===== config.mk =====
export PLATFORM = sky130hd
export DESIGN_NAME = imh_ram
export DESIGN_NICKNAME = d
export VERILOG_FILES = /design/src/design/imh_ram.sv
export SDC_FILE = /design/constraint.sdc
export NUM_CORES = 1
export LEC_CHECK = 0
export BUFFER_PORTS_ARGS = -buffer_cell sky130_fd_sc_hd__buf_2
export CORE_ASPECT_RATIO = 0.6
export CORE_UTILIZATION = 45
export DETAILED_ROUTE_END_ITERATION = 12
export GPL_ROUTABILITY_DRIVEN = 0
export GPL_TIMING_DRIVEN = 0
export PLACE_DENSITY = 0.68
export SLEW_MARGIN = 30
export SYNTH_ARGS = -nofsm -noshare
export SYNTH_HDL_FRONTEND = slang
export SYNTH_SLANG_ARGS = --single-unit

===== constraint.sdc =====
create_clock -name clk -period 2.38 [get_ports clk]
set_clock_uncertainty 0.1 [all_clocks]
set_input_delay 0.476 -clock clk [delete_from_list [all_inputs] [get_ports clk]]
set_output_delay 0.476 -clock clk [all_outputs]
set_load 0.03 [all_outputs]

===== src/design/imh_ram.sv =====
// generic single-write single-read ram with registered read data
`default_nettype none
module imh_ram #(
	parameter int DW = 8,
	parameter int AW = 4
) (
	input  wire logic          clk,
	input  wire logic          we,
	input  wire logic [AW-1:0] waddr,
	input  wire logic [DW-1:0] wdata,
	input  wire logic [AW-1:0] raddr,
	output logic      [DW-1:0] rdata
);
	logic [DW-1:0] mem_q [(1 << AW)];

	always_ff @(posedge clk) begin
		if (we) begin
			mem_q[waddr] <= wdata;
		end
		rdata <= mem_q[raddr];
	end
endmodule
`default_nettype wire


== Yosys cells after proc, flatten, opt, wreduce, memory -nomap -nowiden ==
Memories as Yosys holds them, arrays and structs flattened. A register that Yosys moved wholly into a read port is not among the register bits.
Index checks and enable logic that the tools add are counted.
Storage, ports and cells
  register bits: 0
  RAM bits: 128
  bits of input ports: 18
  output and inout bits: 8
  word-level logic and storage cells: 3
  memories: 1
Memories
  mem_q: depth 16, bits a word 8, rd ports 1, clocked after Yosys merged registers in 1, write ports 1, RTL line 14  | logic [DW-1:0] mem_q [(1 << AW)];
Operators by class
  multiplexer cells: 2
Operators with widths (count)
  $mux 1: 2

== Logic depth before layout (Yosys ltp) ==
  depth in word-level cells: 2
  gate-level depth with buffers: 5
  depth with buffers taken out: 3

== Least setup slack after synthesis ==
No wires, ideal clock.
  kind: input to register
  from: input port waddr[2]
  to: memory mem_q[0][0], enable pin
  library setup time: 383 ps
  arrival: 1586 ps
  required time: 1897 ps
  slack: 311 ps
  cell stages on the path: 2
  buffers on the path: 0
  path through: or3b_2 -> nor3_1
RTL lines
  from (decl): RTL line 9  | input wire logic [AW-1:0] waddr,
  to (decl): RTL line 14
Straight into the memory's write port.

== Worst setup path in the final report ==
  from: input port waddr[2]
  to: memory mem_q[2][6], enable pin
Straight into the memory's write port.

==> run summary <==
Pleak = 2.05 nW
Initial Utilization = 47.4%
die area = 11,900 sq um
kind of critical path = in -> reg
slowest CP cell = nor2_1
max incr delay on CP = 0.70 ns
register area = 4000 sq um
crit-path cells = buf_2 -> or3b_2 -> nor2_1
HPWL after DPL = 6520 microns
critical-path maximum fanout = 8
HP Class = in -> reg
via/cell ratio = 5.74
# IOs = 26
DRT antenna net count = 0
H-tree levels = 4
TritonRoute pass-1 iters = 4
RSZ-0062 raised after global routing = no
Mean Syn Cell Area = 22.5 sq um
n_diodes = 0
area occupied by multi-input gates = 1080 sq um
fin util = 56.1%
DR WL/cell = 24.6 microns
Netlist Area Pre-Place = 5150 sq um
Clk network pwr share = 48.0%
Syn Nets = 247
DRC Markers = 0
number of hold violations in the final report = 0
register area share after synthesis = 77.8%
crit path DAT = 1.83 ns
outcome = finished clean
Sink Count = 136
Syn. warnings = 0
final wirelength = 10,400 microns
# Post-CTS Setup Buffers = 0
Final Setup Violations = 0
switch share = 19.6%
min Tclk post-route = 1.90 ns
Psw = 0.00112 W
Row Count = 29
largest net degree at the start of global routing = 17
crit end category = register
VDD IR-drop max = 567 uV
CTS tree = yes
Clock Path Buffers = 2
clk slew on worst S/H paths = 0.06 ns
initial antenna violation count = 0
Inserted Clock Buffers = 17
vias in the first global route = 2,367
Worst slew margin = 39.7%
Required @ worst endpoint = 2.31 ns
ratio of cells with drive above 1 in the final layout = 29.8%
worst slew pin tran = 0.902 ns
Root Buffer = clkbuf_16
grt ovf = 0
Skew-Pair Late Insertion Delay = 0.41 ns
fillers = 814
Syn Inst Count = 229
first-pass GRT wire length = 15,400 microns
Seq pwr share = 46.9%
f_max = 526 MHz
P&R area growth vs syn = 18.2%
synth unique cells = 19
Final Cycle Share = 79.9%
Die H = 84.8 microns
max-slew violations = 0
CP bufs+invs = 1
via count = 2,432
MaxCap Viol Count = 0
Total Routing Usage GR = 19.5%
cts hold-fix bufs = 0
PD cells = 943 nW/um^2
WHS = 0.374 ns
Combinational Power Share = 5.1%
Critical Path Start Type = input pin
PortBufs = 24
CP top delay family = simple AND/OR/NAND/NOR gates
Std-Cell Core Area = 10,800 sq um
nets = 290
die width = 140 microns
post-route setup TNS = 0 ns
Power Internal = 0.00461 W
PostCTS Resize Cnt = 0
Pwr Total = 0.00574 W
drt initial violations = 191
Yosys reg bits = 136
[cells in the mapped netlist]
master / instances / area share, %
a22oi_1: 16 / 2.3
edfxtp_1: 128 / 75
nand3b_1: 2 / 0.29
mux4_2: 18 / 7.9
nor3_1: 4 / 0.39
or3b_2: 1 / 0.17
nor2_1: 13 / 0.95
clkdlybuf4s25_2: 3 / 0.58
nor2b_1: 1 / 0.12
and2_1: 1 / 0.12
buf_6: 3 / 0.66
and2b_1: 1 / 0.15
buf_4: 1 / 0.15
nand3_1: 1 / 0.097
nand2b_1: 2 / 0.24
buf_2: 3 / 0.29
nand2_1: 9 / 0.66
mux4_1: 14 / 7.1
dfxtp_1: 8 / 3.1
[state kept, by name, summed over array words and instances (netlist names)]
name / flops
mem_q: 128
rdata: 8
[cell type report]
class,count,share of cell area [%]
flip-flops and latches,136,65.8
multi-input cells,83,17.7
clock buffers,23,7.85
well taps,139,2.86
clock inverters,9,2.41
repair buffers,24,1.97
plain buffers,10,1.42
[power groups by stage]
stage | sequential [W] | combinational, W | clock, W
2_1_floorplan | 0.00277 | 0.000136 | 0
3_3_place_gp | 0.00274 | 0.000286 | 0
3_5_place_dp | 0.00274 | 0.000293 | 0
4_1_cts | 0.00269 | 0.000295 | 0.00278
5_1_grt | 0.00270 | 0.000312 | 0.00288
6_report | 0.00269 | 0.000294 | 0.00275
[worst paths after layout]
kind,startpoint,endpoint,slack (ns),depth (start not counted)
setup reg to reg,mem_q[9][3],rdata[3],0.89,3
hold reg to reg,mem_q[3][5],rdata[5],0.60,3
setup / recovery,waddr[2],mem_q[2][6],0.48,3
hold / removal,wdata[6],mem_q[7][6],0.37,1
[placed cells by master (no fill, tap or decap), drive strengths merged]
master / count
bufinv: 4
clkbuf: 23
and2b: 1
clkdlybuf4s25: 3
edfxtp: 128
nor2: 13
nor3: 4
clkinv: 4
nand2: 9
nand3: 1
buf: 31
mux4: 32
clkinvlp: 1
dfxtp: 8
and2: 1
nand2b: 2
or3b: 1
a22oi: 16
nor2b: 1
nand3b: 2
[metrics by stage]
step	setup slack (ns)	instances	cell area (sq um)
after floorplan	0.311	229	5150
after global placement	-0.238	392	5440
after detailed placement	0.0584	392	5460
after CTS	0.487	424	6090
after global routing	0.418	424	6090
final	0.479	424	6090
[per-layer routing]
metal	track usage [%]	wire length (microns)
met1	30.9	4880
met3	4.80	969
met5	0	0
met4	8.49	98
met2	25.4	4500
[kinds of logic after synthesis]
group                  count (synthesis)  synth area share [%]
muxes                                 32                  15.0
buffers and inverters                 10                  1.68
and+or+nand+nor                       35                  3.18
AOI/OAI and AO/OA                     16                  2.33
DFF                                  136                  77.8
Note: power is estimated with default switching activity, not from simulation.
